### src/sv/ccfd_pkg.sv
package ccfd_pkg;

  // Parser steps through the frame header and body.
  typedef enum logic [2:0] {
    ST_HUNT   = 3'd0,
    ST_LEN_LO = 3'd1,
    ST_LEN_HI = 3'd2,
    ST_SEQ    = 3'd3,
    ST_HCRC   = 3'd4,
    ST_BODY   = 3'd5
  } parse_step_e;

  // Configuration register indexes and reset values.
  localparam int unsigned REG_START_BYTE = 0;
  localparam logic [7:0] START_BYTE_RST  = 8'hA5;

  // CRC seeds and reflected polynomials.
  localparam logic [7:0]  HDR_CRC_SEED = 8'hFF;
  localparam logic [7:0]  CRC8_POLY    = 8'h8C;
  localparam logic [15:0] CRC16_INIT   = 16'hFFFF;
  localparam logic [15:0] CRC16_POLY   = 16'h8408;

  // Reflected CRC8 update over one byte, bitwise.
  function automatic logic [7:0] crc8_byte(input logic [7:0] crc, input logic [7:0] data);
    logic [7:0] c;
    c = crc ^ data;
    for (int i = 0; i < 8; i++) begin
      c = c[0] ? ((c >> 1) ^ CRC8_POLY) : (c >> 1);
    end
    return c;
  endfunction

  // Reflected CRC16 update over one byte, bitwise.
  function automatic logic [15:0] crc16_byte(input logic [15:0] crc, input logic [7:0] data);
    logic [15:0] c;
    c = crc ^ {8'h00, data};
    for (int i = 0; i < 8; i++) begin
      c = c[0] ? ((c >> 1) ^ CRC16_POLY) : (c >> 1);
    end
    return c;
  endfunction

endpackage

### src/sv/ccfd_if.sv
// Received byte channel.
interface ccfd_rx_if;
  logic       valid;
  logic       ready;
  logic [7:0] rx_byte;

  modport source (output valid, output rx_byte, input ready);
  modport sink (input valid, input rx_byte, output ready);
endinterface

// Deframer result channel.
interface ccfd_res_if;
  logic        valid;
  logic        ready;
  logic        out_is_verdict;
  logic        out_frame_ok;
  logic [15:0] out_command;
  logic [7:0]  out_sequence;
  logic [6:0]  out_length;
  logic [6:0]  out_offset;
  logic [7:0]  out_byte;

  modport source (
    output valid, output out_is_verdict, output out_frame_ok, output out_command,
    output out_sequence, output out_length, output out_offset, output out_byte,
    input ready
  );
  modport sink (
    input valid, input out_is_verdict, input out_frame_ok, input out_command,
    input out_sequence, input out_length, input out_offset, input out_byte,
    output ready
  );
endinterface

### src/sv/crc_checked_frame_deframer.sv
// A byte accepted into the input register is parsed there; any result it causes is loaded
// into the result register. Throughput: one byte per cycle while the result register is
// not stalled by res_o.ready; the CRC and parser update sets the rate.
// Reset (asynchronous, active low): parser returns to hunting for the start byte, the
// start byte register returns to 0xA5, and both pipeline registers are emptied.
module crc_checked_frame_deframer
  import ccfd_pkg::*;
#(
  parameter int unsigned MAX_FRAME = 128
) (
  input  logic        clk_i,
  input  logic        rst_ni,
  ccfd_rx_if.sink     rx_i,
  ccfd_res_if.source  res_o,
  input  logic        psel,
  input  logic        penable,
  input  logic        pwrite,
  input  logic [2:0]  paddr,
  input  logic [31:0] pwdata,
  output logic [31:0] prdata,
  output logic        pready
);

  // Accepted lengths stay below MAX_FRAME-7, byte counts reach length+8.
  localparam int unsigned LenLimit = MAX_FRAME - 7;
  localparam int unsigned LW = $clog2(MAX_FRAME);
  localparam int unsigned CW = $clog2(MAX_FRAME + 2);
  localparam logic [CW-1:0] CmdLoPos = CW'(5);
  localparam logic [CW-1:0] CmdHiPos = CW'(6);
  localparam logic [CW-1:0] BodyPos  = CW'(7);

  // Configuration register.
  logic [7:0] start_byte_q;
  logic       cfg_wr;
  logic       cfg_sel;

  assign pready  = 1'b1;
  assign cfg_sel = (paddr[2] == 1'(REG_START_BYTE));
  assign cfg_wr  = psel && penable && pwrite && cfg_sel;
  assign prdata  = cfg_sel ? {24'h0, start_byte_q} : 32'h0;

  always_ff @(posedge clk_i or negedge rst_ni) begin
    if (!rst_ni) begin
      start_byte_q <= START_BYTE_RST;
    end else if (cfg_wr) begin
      start_byte_q <= pwdata[7:0];
    end
  end

  // Input register.
  logic       in_vld_q;
  logic [7:0] in_byte_q;
  logic       out_vld_q;
  logic       adv;

  assign adv        = in_vld_q && (!out_vld_q || res_o.ready);
  assign rx_i.ready = !in_vld_q || adv;

  always_ff @(posedge clk_i or negedge rst_ni) begin
    if (!rst_ni) begin
      in_vld_q  <= 1'b0;
      in_byte_q <= 8'h00;
    end else if (rx_i.valid && rx_i.ready) begin
      in_vld_q  <= 1'b1;
      in_byte_q <= rx_i.rx_byte;
    end else if (adv) begin
      in_vld_q  <= 1'b0;
    end
  end

  // Parser state.
  parse_step_e    st_q, st_d;
  logic [CW-1:0]  cnt_q, cnt_d;
  logic [7:0]     len_lo_q, len_lo_d;
  logic [LW-1:0]  len_q, len_d;
  logic [7:0]     hcrc_q, hcrc_d;
  logic [15:0]    fcrc_q, fcrc_d;
  logic [7:0]     held_q, held_d;
  logic [15:0]    cmd_q, cmd_d;
  logic [7:0]     seq_q, seq_d;

  // Result of the current step.
  logic           emit;
  logic           res_verdict;
  logic           res_ok;
  logic [6:0]     res_offset;
  logic [7:0]     res_byte;

  logic [15:0]    len16;
  logic [CW-1:0]  body_end;
  logic [15:0]    off16;
  logic [15:0]    len_ext;

  assign len16    = {in_byte_q, len_lo_q};
  assign body_end = BodyPos + CW'(len_q);
  assign off16    = 16'(cnt_q) - 16'(BodyPos);
  assign len_ext  = 16'(len_q);

  // Next state and result for the byte in the input register.
  always_comb begin
    st_d        = st_q;
    cnt_d       = cnt_q;
    len_lo_d    = len_lo_q;
    len_d       = len_q;
    hcrc_d      = hcrc_q;
    fcrc_d      = fcrc_q;
    held_d      = held_q;
    cmd_d       = cmd_q;
    seq_d       = seq_q;
    emit        = 1'b0;
    res_verdict = 1'b0;
    res_ok      = 1'b0;
    res_offset  = 7'd0;
    res_byte    = 8'h00;
    if (adv) begin
      unique case (st_q)
        ST_HUNT: begin
          if (in_byte_q == start_byte_q) begin
            hcrc_d = crc8_byte(HDR_CRC_SEED, in_byte_q);
            fcrc_d = crc16_byte(CRC16_INIT, in_byte_q);
            st_d   = ST_LEN_LO;
          end
        end
        ST_LEN_LO: begin
          len_lo_d = in_byte_q;
          hcrc_d   = crc8_byte(hcrc_q, in_byte_q);
          fcrc_d   = crc16_byte(fcrc_q, in_byte_q);
          st_d     = ST_LEN_HI;
        end
        ST_LEN_HI: begin
          hcrc_d = crc8_byte(hcrc_q, in_byte_q);
          fcrc_d = crc16_byte(fcrc_q, in_byte_q);
          len_d  = len16[LW-1:0];
          // Oversized length drops the frame.
          st_d   = (len16 < 16'(LenLimit)) ? ST_SEQ : ST_HUNT;
        end
        ST_SEQ: begin
          seq_d  = in_byte_q;
          hcrc_d = crc8_byte(hcrc_q, in_byte_q);
          fcrc_d = crc16_byte(fcrc_q, in_byte_q);
          st_d   = ST_HCRC;
        end
        ST_HCRC: begin
          fcrc_d = crc16_byte(fcrc_q, in_byte_q);
          cnt_d  = CmdLoPos;
          // Header CRC mismatch drops the frame.
          st_d   = (hcrc_q == in_byte_q) ? ST_BODY : ST_HUNT;
        end
        ST_BODY: begin
          cnt_d = cnt_q + CW'(1);
          if (cnt_q < body_end) begin
            fcrc_d = crc16_byte(fcrc_q, in_byte_q);
          end
          priority if (cnt_q == CmdLoPos) begin
            cmd_d = {8'h00, in_byte_q};
          end else if (cnt_q == CmdHiPos) begin
            cmd_d = {in_byte_q, cmd_q[7:0]};
          end else if (cnt_q < body_end) begin
            emit       = 1'b1;
            res_offset = off16[6:0];
            res_byte   = in_byte_q;
          end else if (cnt_q == body_end) begin
            held_d = in_byte_q;
          end else begin
            // Last trailer byte: compare the stored CRC16 against the running one.
            emit        = 1'b1;
            res_verdict = 1'b1;
            res_ok      = (fcrc_q[7:0] == held_q) && (fcrc_q[15:8] == in_byte_q);
            st_d        = ST_HUNT;
          end
        end
        default: begin
          st_d = ST_HUNT;
        end
      endcase
    end
  end

  // Parser state registers.
  always_ff @(posedge clk_i or negedge rst_ni) begin
    if (!rst_ni) begin
      st_q     <= ST_HUNT;
      cnt_q    <= '0;
      len_lo_q <= 8'h00;
      len_q    <= '0;
      hcrc_q   <= HDR_CRC_SEED;
      fcrc_q   <= CRC16_INIT;
      held_q   <= 8'h00;
      cmd_q    <= 16'h0000;
      seq_q    <= 8'h00;
    end else begin
      st_q     <= st_d;
      cnt_q    <= cnt_d;
      len_lo_q <= len_lo_d;
      len_q    <= len_d;
      hcrc_q   <= hcrc_d;
      fcrc_q   <= fcrc_d;
      held_q   <= held_d;
      cmd_q    <= cmd_d;
      seq_q    <= seq_d;
    end
  end

  // Result register.
  logic        o_verdict_q;
  logic        o_ok_q;
  logic [15:0] o_cmd_q;
  logic [7:0]  o_seq_q;
  logic [6:0]  o_len_q;
  logic [6:0]  o_off_q;
  logic [7:0]  o_byte_q;

  always_ff @(posedge clk_i or negedge rst_ni) begin
    if (!rst_ni) begin
      out_vld_q <= 1'b0;
    end else if (adv && emit) begin
      out_vld_q <= 1'b1;
    end else if (res_o.ready) begin
      out_vld_q <= 1'b0;
    end
  end

  always_ff @(posedge clk_i) begin
    if (adv && emit) begin
      o_verdict_q <= res_verdict;
      o_ok_q      <= res_ok;
      o_cmd_q     <= cmd_q;
      o_seq_q     <= seq_q;
      o_len_q     <= len_ext[6:0];
      o_off_q     <= res_offset;
      o_byte_q    <= res_byte;
    end
  end

  assign res_o.valid          = out_vld_q;
  assign res_o.out_is_verdict = o_verdict_q;
  assign res_o.out_frame_ok   = o_ok_q;
  assign res_o.out_command    = o_cmd_q;
  assign res_o.out_sequence   = o_seq_q;
  assign res_o.out_length     = o_len_q;
  assign res_o.out_offset     = o_off_q;
  assign res_o.out_byte       = o_byte_q;

endmodule

### src/flat_wrapper.sv
// flat-port wrapper written by rule: the top's interface ports become plain ports
module crc_checked_frame_deframer_flat import ccfd_pkg::*;
#(
  parameter int unsigned MAX_FRAME = 128
)
  (clk_i, rst_ni, psel, penable, pwrite, paddr, pwdata, prdata, pready, rx_i_valid, rx_i_rx_byte, rx_i_ready, res_o_valid, res_o_out_is_verdict, res_o_out_frame_ok, res_o_out_command, res_o_out_sequence, res_o_out_length, res_o_out_offset, res_o_out_byte, res_o_ready);
  ccfd_rx_if rx_i_i ();
  ccfd_res_if res_o_i ();
  input  logic clk_i;
  input  logic rst_ni;
  input  logic psel;
  input  logic penable;
  input  logic pwrite;
  input  logic [2:0] paddr;
  input  logic [31:0] pwdata;
  output logic [31:0] prdata;
  output logic pready;
  input wire logic [$bits(rx_i_i.valid)-1:0] rx_i_valid;
  input wire logic [$bits(rx_i_i.rx_byte)-1:0] rx_i_rx_byte;
  output wire logic [$bits(rx_i_i.ready)-1:0] rx_i_ready;
  output wire logic [$bits(res_o_i.valid)-1:0] res_o_valid;
  output wire logic [$bits(res_o_i.out_is_verdict)-1:0] res_o_out_is_verdict;
  output wire logic [$bits(res_o_i.out_frame_ok)-1:0] res_o_out_frame_ok;
  output wire logic [$bits(res_o_i.out_command)-1:0] res_o_out_command;
  output wire logic [$bits(res_o_i.out_sequence)-1:0] res_o_out_sequence;
  output wire logic [$bits(res_o_i.out_length)-1:0] res_o_out_length;
  output wire logic [$bits(res_o_i.out_offset)-1:0] res_o_out_offset;
  output wire logic [$bits(res_o_i.out_byte)-1:0] res_o_out_byte;
  input wire logic [$bits(res_o_i.ready)-1:0] res_o_ready;
  assign rx_i_i.valid = rx_i_valid;
  assign rx_i_i.rx_byte = rx_i_rx_byte;
  assign rx_i_ready = rx_i_i.ready;
  assign res_o_valid = res_o_i.valid;
  assign res_o_out_is_verdict = res_o_i.out_is_verdict;
  assign res_o_out_frame_ok = res_o_i.out_frame_ok;
  assign res_o_out_command = res_o_i.out_command;
  assign res_o_out_sequence = res_o_i.out_sequence;
  assign res_o_out_length = res_o_i.out_length;
  assign res_o_out_offset = res_o_i.out_offset;
  assign res_o_out_byte = res_o_i.out_byte;
  assign res_o_i.ready = res_o_ready;
  crc_checked_frame_deframer #(.MAX_FRAME(MAX_FRAME)) u_core (.clk_i(clk_i), .rst_ni(rst_ni), .rx_i(rx_i_i), .res_o(res_o_i), .psel(psel), .penable(penable), .pwrite(pwrite), .paddr(paddr), .pwdata(pwdata), .prdata(prdata), .pready(pready));
endmodule
### config.mk
export PLATFORM = sky130hd
export DESIGN_NAME = crc_checked_frame_deframer_flat
export DESIGN_NICKNAME = d
export VERILOG_FILES = /design/src/sv/ccfd_pkg.sv /design/src/sv/ccfd_if.sv /design/src/sv/crc_checked_frame_deframer.sv /design/src/flat_wrapper.sv
export SDC_FILE = /design/constraint.sdc
export NUM_CORES = 1
export LEC_CHECK = 0
export BUFFER_PORTS_ARGS = -buffer_cell sky130_fd_sc_hd__buf_2
export CORE_MARGIN = 1.5
export CORE_UTILIZATION = 58
export CTS_BUF_LIST = sky130_fd_sc_hd__clkbuf_8
export CTS_CLUSTER_SIZE = 40
export DETAILED_ROUTE_END_ITERATION = 16
export GPL_TIMING_DRIVEN = 0
export PLACE_DENSITY = 0.8
export SYNTH_ARGS = -nofsm -noshare
export SYNTH_HDL_FRONTEND = slang
export SYNTH_SLANG_ARGS = --single-unit
### constraint.sdc
create_clock -name clk_i -period 5.95 [get_ports clk_i]
set_clock_uncertainty 0.2 [all_clocks]
set_input_delay 0.595 -clock clk_i [delete_from_list [all_inputs] [get_ports clk_i]]
set_output_delay 0.595 -clock clk_i [all_outputs]
set_load 0.01 [all_outputs]
### Word-level counts from Yosys, hierarchy flattened

Cells that the tools add are included.

* output and inout bits: 83
* bits in registers: 148

* reductions and logical operators: 33
* equality and inequality tests: 18
* $lt $le $gt $ge: 2
* mux-type cells: 59
* bitwise gates (word level): 42
* add/sub/neg operators: 3

Operators by type and width (number)
* $mux 16: 20
* $mux 8: 18
* $not 2->3: 32
* $pmux 16 s3: 1
* $eq 8x8->1: 5
* $pmux 8 s2: 2
* $mux 3: 6
* $pmux 3 s6: 1
* $eq 8x3->1 const B: 2
* $lt 16x7->1 const B: 1
* $not 8->16: 1
* $xor 16x8->16: 1
* $reduce_and 6->1: 2
* $mux 1: 10
* $reduce_bool 2->1: 5
* $reduce_or 5->1: 2
* $reduce_and 3->1: 3
* $add 3x7->8 const A: 1
* $add 8x1->8 const B: 1
* $lt 8x8->1: 1
* $ne 2x2->1 const B: 4
* $not 8->8: 1
* $reduce_and 2->1: 4
* $xor 8x8->8: 1
* other kinds (16): 32

### Depth between registers and ports, before layout

Gate-level depths: netlist (run 1).

* depth after elaboration: 19
* gate-level depth with buffers: 13
* gate-level depth less buffers: 12

### Least setup slack after synthesis (run 1)

Ideal clock, no wire load.

* path type: register -> register
* start point: reg u_core.len_q[2]
* end point: reg u_core.o_byte_q[0] (netlist: u_core.res_o.out_byte[0]), enable pin
* required time: 5.296 ns
* setup slack: 1.167 ns
* cell stages (with the launch flop): 9
* path buffers: 0
* data arrival time: 4.129 ns
* path through: dfrtp_1 > or3_1 > xnor2_1 > ha_1 > and3_1 > a221o_1 > a21oi_1 > nor2_1 > nor2_1

* word-level cells in the longest chain between the ends: 9

RTL lines
* start, declared: RTL line crc_checked_frame_deframer.sv:75 `logic [LW-1:0] len_q, len_d;`
* start signal, assigned: RTL line crc_checked_frame_deframer.sv:195 `len_q <= len_d;`
* $add 3x7->8 *: RTL line crc_checked_frame_deframer.sv:95 `assign body_end = BodyPos + CW'(len_q);`
* branches (longest 2 deep; another with $lt 8x8->1)
* $mux 1 *: RTL line crc_checked_frame_deframer.sv:158 `end else if (cnt_q < body_end) begin`
* $mux 1 *: RTL line crc_checked_frame_deframer.sv:156 `end else if (cnt_q == CmdHiPos) begin`
* $mux 1 *: RTL line crc_checked_frame_deframer.sv:154 `priority if (cnt_q == CmdLoPos) begin`
* $mux 1 *: RTL line crc_checked_frame_deframer.sv:116 `unique case (st_q)`
* $mux 1 *: RTL line crc_checked_frame_deframer.sv:115 `if (adv) begin`
* $logic_and 1x1->1 *: RTL line crc_checked_frame_deframer.sv:224 `if (adv && emit) begin`
* end signal, assigned: RTL line crc_checked_frame_deframer.sv:231 `o_byte_q <= res_byte;`
* end, declared: RTL line crc_checked_frame_deframer.sv:211 `logic [7:0] o_byte_q;`

Every way passes the cells marked *.
A chain may end at the register's enable or synchronous reset.

### Worst setup path after layout (run 1)

* start point: reg u_core.len_q[2]
* end point: reg u_core.o_byte_q[7] (netlist: u_core.res_o.out_byte[7]), enable pin

Same word-level chain as after synthesis.

==> impl_metrics.env, run 1 <==
export IMPL_status="finished, final reports clean"
export IMPL_required_ps=5910
export IMPL_synth_main_ff_cell="dfrtp_1"
export IMPL_grt_pass1_vias=5135
export IMPL_synth_top_area_cell="dfrtp_1"
export IMPL_drt_pass1_iterations=5
export IMPL_dp_hpwl_um=11210
export IMPL_detail_route_antenna_nets=0
export IMPL_drive_above_1_share_pct=30.21
export IMPL_ys_async_sr_fraction_pct=67.57
export IMPL_hold_depth=2
export IMPL_antenna_cells=0
export IMPL_crit_fanout=34
export IMPL_powerDensity_nw_per_um2=489.2
export IMPL_setup_worst_path_start_class="flip-flop"
export IMPL_r2r_start="u_core.len_q[2]$_DFFE_PN0P_"
export IMPL_p_seq_share_pct=37.7
export IMPL_dpl_worst_slack_ps=2407
export IMPL_cts_root_buf="clkbuf_8"
export IMPL_fin_util_pct=68.79
export IMPL_drt_iter0_drc=370
export IMPL_synth_cells=662
export IMPL_period_minus_slack_ps=3551
export IMPL_start_util_pct=59.54
export IMPL_cts_tree="yes"
export IMPL_flow_area_growth_from_synthesis_pct=15.52
export IMPL_via_per_inst=5.388
export IMPL_grt_max_degree=57
export IMPL_min_path_type="input pin to flip-flop"
export IMPL_ir_drop_v=0.0001967
export IMPL_synth_cell_type_count=50
export IMPL_core_area_um2=12670
export IMPL_synth_top_area_share_pct=23.88
export IMPL_p_int_mw=2.630
export IMPL_slew_limit_headroom_pct=44.70
export IMPL_max_cap_violations=0
export IMPL_critPathLaunch="u_core.len_q[2]$_DFFE_PN0P_"
export IMPL_die_w_um=117.1
export IMPL_crit_type="flip-flop to flip-flop"
export IMPL_fmax_ghz=0.2816
export IMPL_cts_sinks=148
export IMPL_synth_seq_cells=148
export IMPL_grt_pass1_wl_um=25550
export IMPL_path_clk_slew_ps=80
export IMPL_synth_area_um2=7545
export IMPL_syn_avg_cell_area_um2=11.40
export IMPL_maxSlewViolCount=0
export IMPL_totalWireLength_um=15670
export IMPL_min_period_over_period_pct=59.68
export IMPL_layout_cells_non_filler=973
export IMPL_grtUsageTotal_pct=24.85
export IMPL_fin_ws_ps=2399
export IMPL_arrival_ps=3510
export IMPL_clkPwrFrac_pct=18.3
export IMPL_critPathCaptureType="flip-flop"
export IMPL_ff2ff_setup_slack_ps=2400
export IMPL_dieArea_um2=13700
export IMPL_antenna_found_initial=0
export IMPL_hold_viol=0
export IMPL_cts_max_level=4
export IMPL_rsz0062_at_grt="false"
export IMPL_ff2ff_path_depth=9
export IMPL_p_switching_mw=1.634
export IMPL_synth_edf_count=48
export IMPL_wire_per_inst_um=16.11
export IMPL_sw_frac_of_total_pct=38.33
export IMPL_numCtsBuffers=17
export IMPL_combinationalPowerShare_pct=44.0
export IMPL_crit_end="u_core.res_o.out_byte[7]$_SDFFCE_PP0P_"
export IMPL_via_count=5243
export IMPL_setup_tns_ps=0
export IMPL_drc=0
export IMPL_grt_overflow_total=0
export IMPL_ys_warnings_count=0
export IMPL_rows=41
export IMPL_yosysSeqAreaShare_pct=52.74
export IMPL_place_gp_congestion=0.8663
export IMPL_die_h_um=117.1
export IMPL_numPortBuffers=81
export IMPL_cts_resized=0
export IMPL_ioPinCount=133
export IMPL_dp_cells=940
export IMPL_max_clock_path_buffers=2
export IMPL_r2r_end="u_core.res_o.out_byte[7]$_SDFFCE_PP0P_"
export IMPL_worst_pin_slew_ps=823.6
export IMPL_p_leak_nw=3.806
export IMPL_nets=850
export IMPL_clkLatencyLatePin_ps=460
export IMPL_setup_violations=0
export IMPL_ys_top_cells_by_area="dfrtp_1 24%, edfxtp_1 19%, dfstp_2 9.8%"
export IMPL_final_cell_mix="88 x buf_2, 72 x dfrtp_1, 67 x nand2_1"
export IMPL_layout_commonest_cell="buf_2"
[timing repair]
action                    CTS  global route
hold buffers                1             0
buffers inserted            0             0
hold endpoints to repair   25             0
[routing by layer]
metal | up-vias | wire, µm | GRT usage (%)
met4 | 0 | 437 | 11.81
met2 | 196 | 7715 | 40.70
li1 | 2478 | - | -
met5 | - | 0 | 0
met3 | 39 | 810 | 5.407
met1 | 2530 | 6710 | 31.70
[worst min-delay path by stage]
| stage | start | end | slack, ps |
|---|---|---|---|
| after CTS | rx_i_valid | u_core.in_vld_q$_DFFE_PN0P_ | 120 |
| after detailed placement | u_core.cmd_q[10]$_DFFE_PN0P_ | u_core.res_o.out_command[10]$_DFFE_PP_ | 230 |
| after global routing | rx_i_valid | u_core.in_vld_q$_DFFE_PN0P_ | 140 |
| after floorplan | rst_ni | u_core.cmd_q[0]$_DFFE_PN0P_ | 100 |
| final | rx_i_valid | u_core.in_vld_q$_DFFE_PN0P_ | 140 |
| after global placement | u_core.seq_q[3]$_DFFE_PN0P_ | u_core.res_o.out_sequence[3]$_DFFE_PP_ | 230 |
[kinds of logic (layout without fill, tap and decap cells)]
family | Yosys count | count (layout) | synth area share (%)
other cells | 2 | 25 | 0.09954
compound gates | 76 | 76 | 5.904
xor+xnor | 107 | 107 | 12.97
simple gates | 190 | 190 | 12.45
buf+inv | 69 | 185 | 5.207
flops | 148 | 148 | 52.74
fa+ha+maj | 12 | 12 | 1.990
mux | 58 | 58 | 8.640
[power groups by stage]
stage | registers, mW | clock network, mW | logic (mW)
2_1_floorplan | 1.57 | 0 | 1.46
6_report | 1.61 | 0.781 | 1.87
5_1_grt | 1.64 | 0.831 | 2.07
4_1_cts | 1.60 | 0.791 | 1.87
3_5_place_dp | 1.62 | 0 | 1.85
3_3_place_gp | 1.61 | 0 | 1.74
[state kept, by name, summed over array words and instances (netlist names)]
name,flops
u_core.res_o.out_sequence,8
u_core.res_o.valid,1
u_core.res_o.out_offset,7
u_core.len_q,7
u_core.held_q,8
u_core.cnt_q,8
u_core.res_o.out_command,16
u_core.res_o.out_is_verdict,1
u_core.res_o.out_frame_ok,1
u_core.in_vld_q,1
u_core.st_q,3
u_core.in_byte_q,8
u_core.hcrc_q,8
u_core.len_lo_q,8
u_core.res_o.out_length,7
u_core.cmd_q,16
u_core.res_o.out_byte,8
u_core.start_byte_q,8
u_core.fcrc_q,16
u_core.seq_q,8
[critical path, stage by stage (launching register included)]
cell and delay (ps):
dfrtp_1 430, or3_1 440, xnor2_1 150, ha_1 290, and3_1 210, a221o_1 410, a21oi_1 300, nor2_1 140
nor2_4 390, buf_12 270
[cell type report]
cell class | count | area (µm²)
plain buffers | 62 | 366.6
clock buffers | 18 | 247.7
clock inverters | 14 | 148.9
fillers | 928 | 3955
inverters | 7 | 26.28
multi-input cells | 468 | 3267
flip-flops and latches | 148 | 3979
well taps | 172 | 215.2
repair buffers | 84 | 465.4
[Yosys cell counts (2+ instances only)]
library cell	number
clkbuf_1	23
xor2_1	42
nor3b_1	2
and2_0	2
edfxtp_1	48
a31oi_1	6
dfrtp_1	72
mux2_2	57
nor3_1	9
o21ai_0	44
nor2_1	33
a21o_1	3
nor4b_1	3
inv_1	7
nand3b_1	3
nand4_1	8
conb_1	2
xnor3_1	3
buf_4	27
buf_6	3
and4_1	2
a221o_1	4
a21oi_1	8
nor4_1	4
nand2b_1	9
o21ai_1	2
and2_1	10
xnor2_1	62
nand3_1	10
buf_2	8
nand2_1	67
and3_1	5
or3_1	6
nor2b_1	10
or2_2	3
ha_1	12
o31ai_1	3
dfstp_2	28
[per-stage QoR]
step	power, mW	area (µm²)	hold WS, ps
floorplan	3.032	7631	99.41
global placement	3.347	8252	226.3
detailed placement	3.466	8309	232.1
CTS	4.260	8716	118.0
global route	4.540	8716	144.2
finish	4.264	8716	140.2
Note: power is estimated with default switching activity, not from simulation.
==> run 2, diff against run 1 <==
CORE_UTILIZATION = 53   (was 58)
PLACE_DENSITY = 0.77   (was 0.8)
clock period = 3.15 ns   (was 5.95 ns; I/O delays follow)
==> impl_metrics.env, run 2 (synthesis results as in run 1) <==
export IMPL_worst_pin_slew_ps=832.5
export IMPL_critPathSlowestCell="a221o_1"
export IMPL_violations="negative setup slack"
export IMPL_flow_area_growth_from_synthesis_pct=20.45
export IMPL_grt_pass1_wl_um=26250
export IMPL_min_path_type="input pin to flip-flop"
export IMPL_grt_overflow_total=0
export IMPL_totalWireLength_um=16760
export IMPL_setup_worst_path_start_class="flip-flop"
export IMPL_setup_tns_ps=-30.85
export IMPL_cts_max_level=4
export IMPL_fmax_ghz=0.3144
export IMPL_cts_sinks=148
export IMPL_wire_per_inst_um=16.54
export IMPL_via_count=5340
export IMPL_design_area_um2=9087
export IMPL_combinationalPowerShare_pct=45.6
export IMPL_period_minus_slack_ps=3181
export IMPL_p_switching_mw=3.178
export IMPL_crit_family="compound AO/OA/AOI/OAI gates"
export IMPL_start_util_pct=54.35
export IMPL_via_per_inst=5.271
export IMPL_cp_slowest_stage_delay_ps=450
export IMPL_final_cell_mix="88 x buf_2, 72 x dfrtp_1, 67 x nand2_1"
export IMPL_rows=43
export IMPL_crit_top_cell="a221o_1"
export IMPL_nets=882
export IMPL_dieArea_um2=14960
export IMPL_place_gp_congestion=0.8610
export IMPL_hold_ws_ps=61.61
export IMPL_crit_fanout=5
export IMPL_hold_viol=0
export IMPL_cts_root_buf="clkbuf_8"
export IMPL_cts_tree="yes"
export IMPL_arrival_ps=3380
export IMPL_layout_commonest_cell="buf_2"
export IMPL_path_cells="or3_4, xnor2_2, ha_1, and3_4, a221o_1, a21oi_2, nand3b_1, buf_6, a221o_1"
export IMPL_grt_max_degree=74
export IMPL_numPortBuffers=81
export IMPL_max_clock_path_buffers=2
export IMPL_critPathCaptureType="flip-flop"
export IMPL_drive_above_1_share_pct=31.81
export IMPL_clkLatencyLatePin_ps=470
export IMPL_p_int_mw=5.011
export IMPL_antenna_cells=0
export IMPL_setup_violations=1
export IMPL_clkPwrFrac_pct=17.3
export IMPL_sw_frac_of_total_pct=38.81
export IMPL_grtUsageTotal_pct=23.07
export IMPL_dpl_cell_area_um2=8310
export IMPL_dpl_worst_slack_ps=-610.5
export IMPL_detail_route_antenna_nets=0
export IMPL_core_area_um2=13880
export IMPL_drt_iter0_drc=366
export IMPL_antenna_found_initial=0
export IMPL_die_h_um=122.3
export IMPL_path_clk_slew_ps=90
export IMPL_drt_pass1_iterations=5
export IMPL_drc=0
export IMPL_report_power_total_mw=8.189
export IMPL_die_w_um=122.3
export IMPL_rsz0062_at_grt="true"
export IMPL_slew_limit_headroom_pct=44.50
export IMPL_p_seq_share_pct=37.1
export IMPL_maxSlewViolCount=0
export IMPL_crit_type="flip-flop to flip-flop"
export IMPL_fin_ws_ps=-30.85
export IMPL_powerDensity_nw_per_um2=901.1
export IMPL_ioPinCount=133
export IMPL_max_cap_violations=0
export IMPL_grt_pass1_vias=5088
export IMPL_ir_drop_v=0.0003507
export IMPL_critPathBufInv=1
export IMPL_dp_hpwl_um=11010
export IMPL_min_period_over_period_pct=101.0
export IMPL_numCtsBuffers=17
export IMPL_required_ps=3340
export IMPL_status="finished with violations"
export IMPL_p_leak_nw=3.960
## run 2: cell count changes in the layout (fill, tap and decap cells not counted), moves of 2 or more
cell,change
buf_6,+2
a21oi_1,-2
nor2_4,+4
dlygate4sd3_1,+18
buf_12,+2
inv_8,+2
buf_4,+8
## run 2: layer usage
metal | track usage, % | vias to the layer above | share of wire (%)
li1 | - | 2535 | -
met1 | 30.33 | 2581 | 43
met2 | 37.47 | 200 | 49
met3 | 5.297 | 24 | 6.5
met4 | 8.576 | 0 | 2.1
met5 | 0 | - | 0
## run 2: layout make-up
type / count / area, µm²
Fill cell: 1026 / 4793
Sequential cell: 148 / 3979
Multi-Input combinational cell: 471 / 3351
Timing Repair Buffer: 113 / 757.0
Buffer: 62 / 374.1
Clock buffer: 17 / 234.0
Tap cell: 180 / 225.2
Clock inverter: 15 / 141.4
Inverter: 7 / 26.28
## run 2: worst min-delay path, delay by kind of cell
family,cells,cell delay (ps)
simple gates,1,140
compound gates,1,120
buf+inv,1,80
## run 2: stage by stage
step           instances  utilization (%)
3_5_place_dp         947            59.87
2_1_floorplan        685                -
3_3_place_gp         946            59.65
4_1_cts             1002            64.19
6_report            1013            65.47
5_1_grt             1013            65.47
## run 2: timing repair
| item | CTS | global route |
|---|---|---|
| resized for setup | 1 | 17 |
| endpoints found under the setup margin | 63 | 75 |
| hold endpoints to repair | 94 | 0 |
| pin swaps | 1 | 10 |
| setup buffers | 3 | 9 |
| hold buffers | 19 | 0 |
| gates cloned | 1 | 2 |
## run 2: path summary, 6_finish.rpt
path | from | to | slack, ps | cells past startpoint
max | u_core.len_q[2]$_DFFE_PN0P_ | u_core.fcrc_q[0]$_DFFE_PN1P_ | -30 | 9
max reg2reg | u_core.len_q[2]$_DFFE_PN0P_ | u_core.fcrc_q[0]$_DFFE_PN1P_ | -30 | 9
min in group asynchronous | rst_ni | u_core.cnt_q[1]$_DFFE_PN0P_ | 120 | 2
min reg2reg | u_core.seq_q[5]$_DFFE_PN0P_ | u_core.res_o.out_sequence[5]$_DFFE_PP_ | 250 | 0
min | res_o_ready | u_core.res_o.valid$_DFFE_PN0P_ | 60 | 3
max in group asynchronous | rst_ni | u_core.fcrc_q[6]$_DFFE_PN1P_ | 1900 | 3
## run 2: power groups by stage
stage               clock network (mW)  registers [mW]  logic [mW]
floorplan                            0            2.96        2.78
global placement                     0            3.04        3.31
detailed placement                   0            3.07        3.45
CTS                               1.44            3.03        3.55
global route                      1.52            3.10        4.13
finish                            1.42            3.04        3.73
==> run 3, diff against run 2 <==
CTS_CLUSTER_DIAMETER = 200   (was not set)
SKIP_CTS_REPAIR_TIMING = 1   (was not set)
==> impl_metrics.env, run 3 (synthesis results as in run 1) <==
export IMPL_wire_per_inst_um=16.26
export IMPL_crit_family="compound AO/OA/AOI/OAI gates"
export IMPL_die_w_um=122.3
export IMPL_cp_depth=10
export IMPL_die_h_um=122.3
export IMPL_rsz0062_at_grt="true"
export IMPL_cts_root_buf="clkbuf_8"
export IMPL_nets=885
export IMPL_hold_depth=3
export IMPL_totalWireLength_um=16520
export IMPL_crit_fanout=5
export IMPL_critPathSlowestCell="a221o_1"
export IMPL_antenna_found_initial=0
export IMPL_critPathCaptureType="flip-flop"
export IMPL_fmax_ghz=0.3179
export IMPL_setup_violations=0
export IMPL_grt_max_degree=74
export IMPL_p_leak_nw=3.982
export IMPL_fillers=1051
export IMPL_min_path_type="input pin to flip-flop"
export IMPL_detail_route_antenna_nets=0
export IMPL_period_minus_slack_ps=3146
export IMPL_numPortBuffers=81
export IMPL_path_clk_slew_ps=80
export IMPL_status="finished, final reports clean"
export IMPL_numCtsBuffers=17
export IMPL_fin_ws_ps=4.470
export IMPL_rows=43
export IMPL_ff2ff_path_depth=10
export IMPL_grt_overflow_total=0
export IMPL_slew_limit_headroom_pct=46.39
export IMPL_antenna_cells=0
export IMPL_grt_pass1_wl_um=25500
export IMPL_via_count=5341
export IMPL_via_per_inst=5.257
export IMPL_drc=0
export IMPL_dp_cells=947
export IMPL_max_cap_violations=0
export IMPL_cts_max_level=4
export IMPL_dieArea_um2=14960
export IMPL_max_clock_path_buffers=2
export IMPL_dpl_worst_slack_ps=-610.5
export IMPL_cts_tree="yes"
export IMPL_setup_tns_ps=0
export IMPL_critPathBufInv=2
export IMPL_core_area_um2=13880
export IMPL_crit_type="flip-flop to flip-flop"
export IMPL_worst_pin_slew_ps=804.1
export IMPL_final_cell_mix="88 x buf_2, 72 x dfrtp_1, 67 x nand2_1"
export IMPL_grtUsageTotal_pct=22.39
export IMPL_cts_sinks=148
export IMPL_clkLatencyLatePin_ps=470
export IMPL_ioPinCount=133
export IMPL_arrival_ps=3350
export IMPL_grt_pass1_vias=4936
export IMPL_hold_ws_ps=55.56
export IMPL_place_gp_congestion=0.8610
export IMPL_maxSlewViolCount=0
export IMPL_report_power_total_mw=8.199
export IMPL_min_period_over_period_pct=99.86
export IMPL_dp_hpwl_um=11010
export IMPL_layout_commonest_cell="buf_2"
export IMPL_start_util_pct=54.35
export IMPL_path_cells="or3_4, xnor2_2, ha_1, and3_4, a221o_1, a21oi_2, nand3b_1, buf_6, buf_6, a221o_1"
export IMPL_cp_slowest_stage_delay_ps=440
export IMPL_ir_drop_v=0.0003478
export IMPL_hold_viol=0
export IMPL_setup_worst_path_start_class="flip-flop"
export IMPL_layout_cells_non_filler=1016
export IMPL_required_ps=3350
export IMPL_drt_iter0_drc=316
export IMPL_flow_area_growth_from_synthesis_pct=20.48
export IMPL_drive_above_1_share_pct=31.94
export IMPL_powerDensity_nw_per_um2=902.0
export IMPL_drt_pass1_iterations=5
run 3: cell type report:
class / instances / area (µm²) / area share [%]
Tap cell: 180 / 225.2 / 2.478
Sequential cell: 148 / 3979 / 43.77
Clock inverter: 15 / 141.4 / 1.555
Inverter: 7 / 26.28 / 0.2891
Multi-Input combinational cell: 468 / 3306 / 36.37
Timing Repair Buffer: 119 / 808.3 / 8.892
Clock buffer: 17 / 234.0 / 2.574
Buffer: 62 / 370.4 / 4.074
run 3: where the power goes:
| group | total, mW | switching (mW) | internal, mW |
|---|---|---|---|
| logic | 3.74 | 1.99 | 1.75 |
| registers | 3.04 | 0.405 | 2.63 |
| clock network | 1.43 | 0.785 | 0.642 |
run 3: metal layers:
metal	up-vias	part of all wire, %	GRT usage (%)
li1	2537	-	-
met1	2581	43	29.69
met2	195	49	35.96
met3	28	5.8	5.344
met4	0	2.2	8.285
met5	-	0	0
run 3: tightest hold or removal path, stage by stage:
cell	delay, ps
buf_2	80
nand2b_1	140
o21ai_0	120
run 3: through the flow:
step	utilization [%]	instance area (µm²)
CTS	62.57	8686
floorplan	-	7650
detailed placement	59.87	8310
global route	65.49	9090
global placement	59.65	8280
finish	65.49	9090
run 3: worst paths after layout:
path	start	to	slack [ps]
worst min register to register	u_core.cmd_q[11]$_DFFE_PN0P_	u_core.res_o.out_command[11]$_DFFE_PP_	250
max in group asynchronous	rst_ni	u_core.fcrc_q[9]$_DFFE_PN1P_	1910
worst min-delay path	res_o_ready	u_core.res_o.valid$_DFFE_PN0P_	60
worst max-delay path	u_core.len_q[2]$_DFFE_PN0P_	u_core.fcrc_q[0]$_DFFE_PN1P_	4
min in group asynchronous	rst_ni	u_core.cnt_q[1]$_DFFE_PN0P_	110
worst max register to register	u_core.len_q[2]$_DFFE_PN0P_	u_core.fcrc_q[0]$_DFFE_PN1P_	4
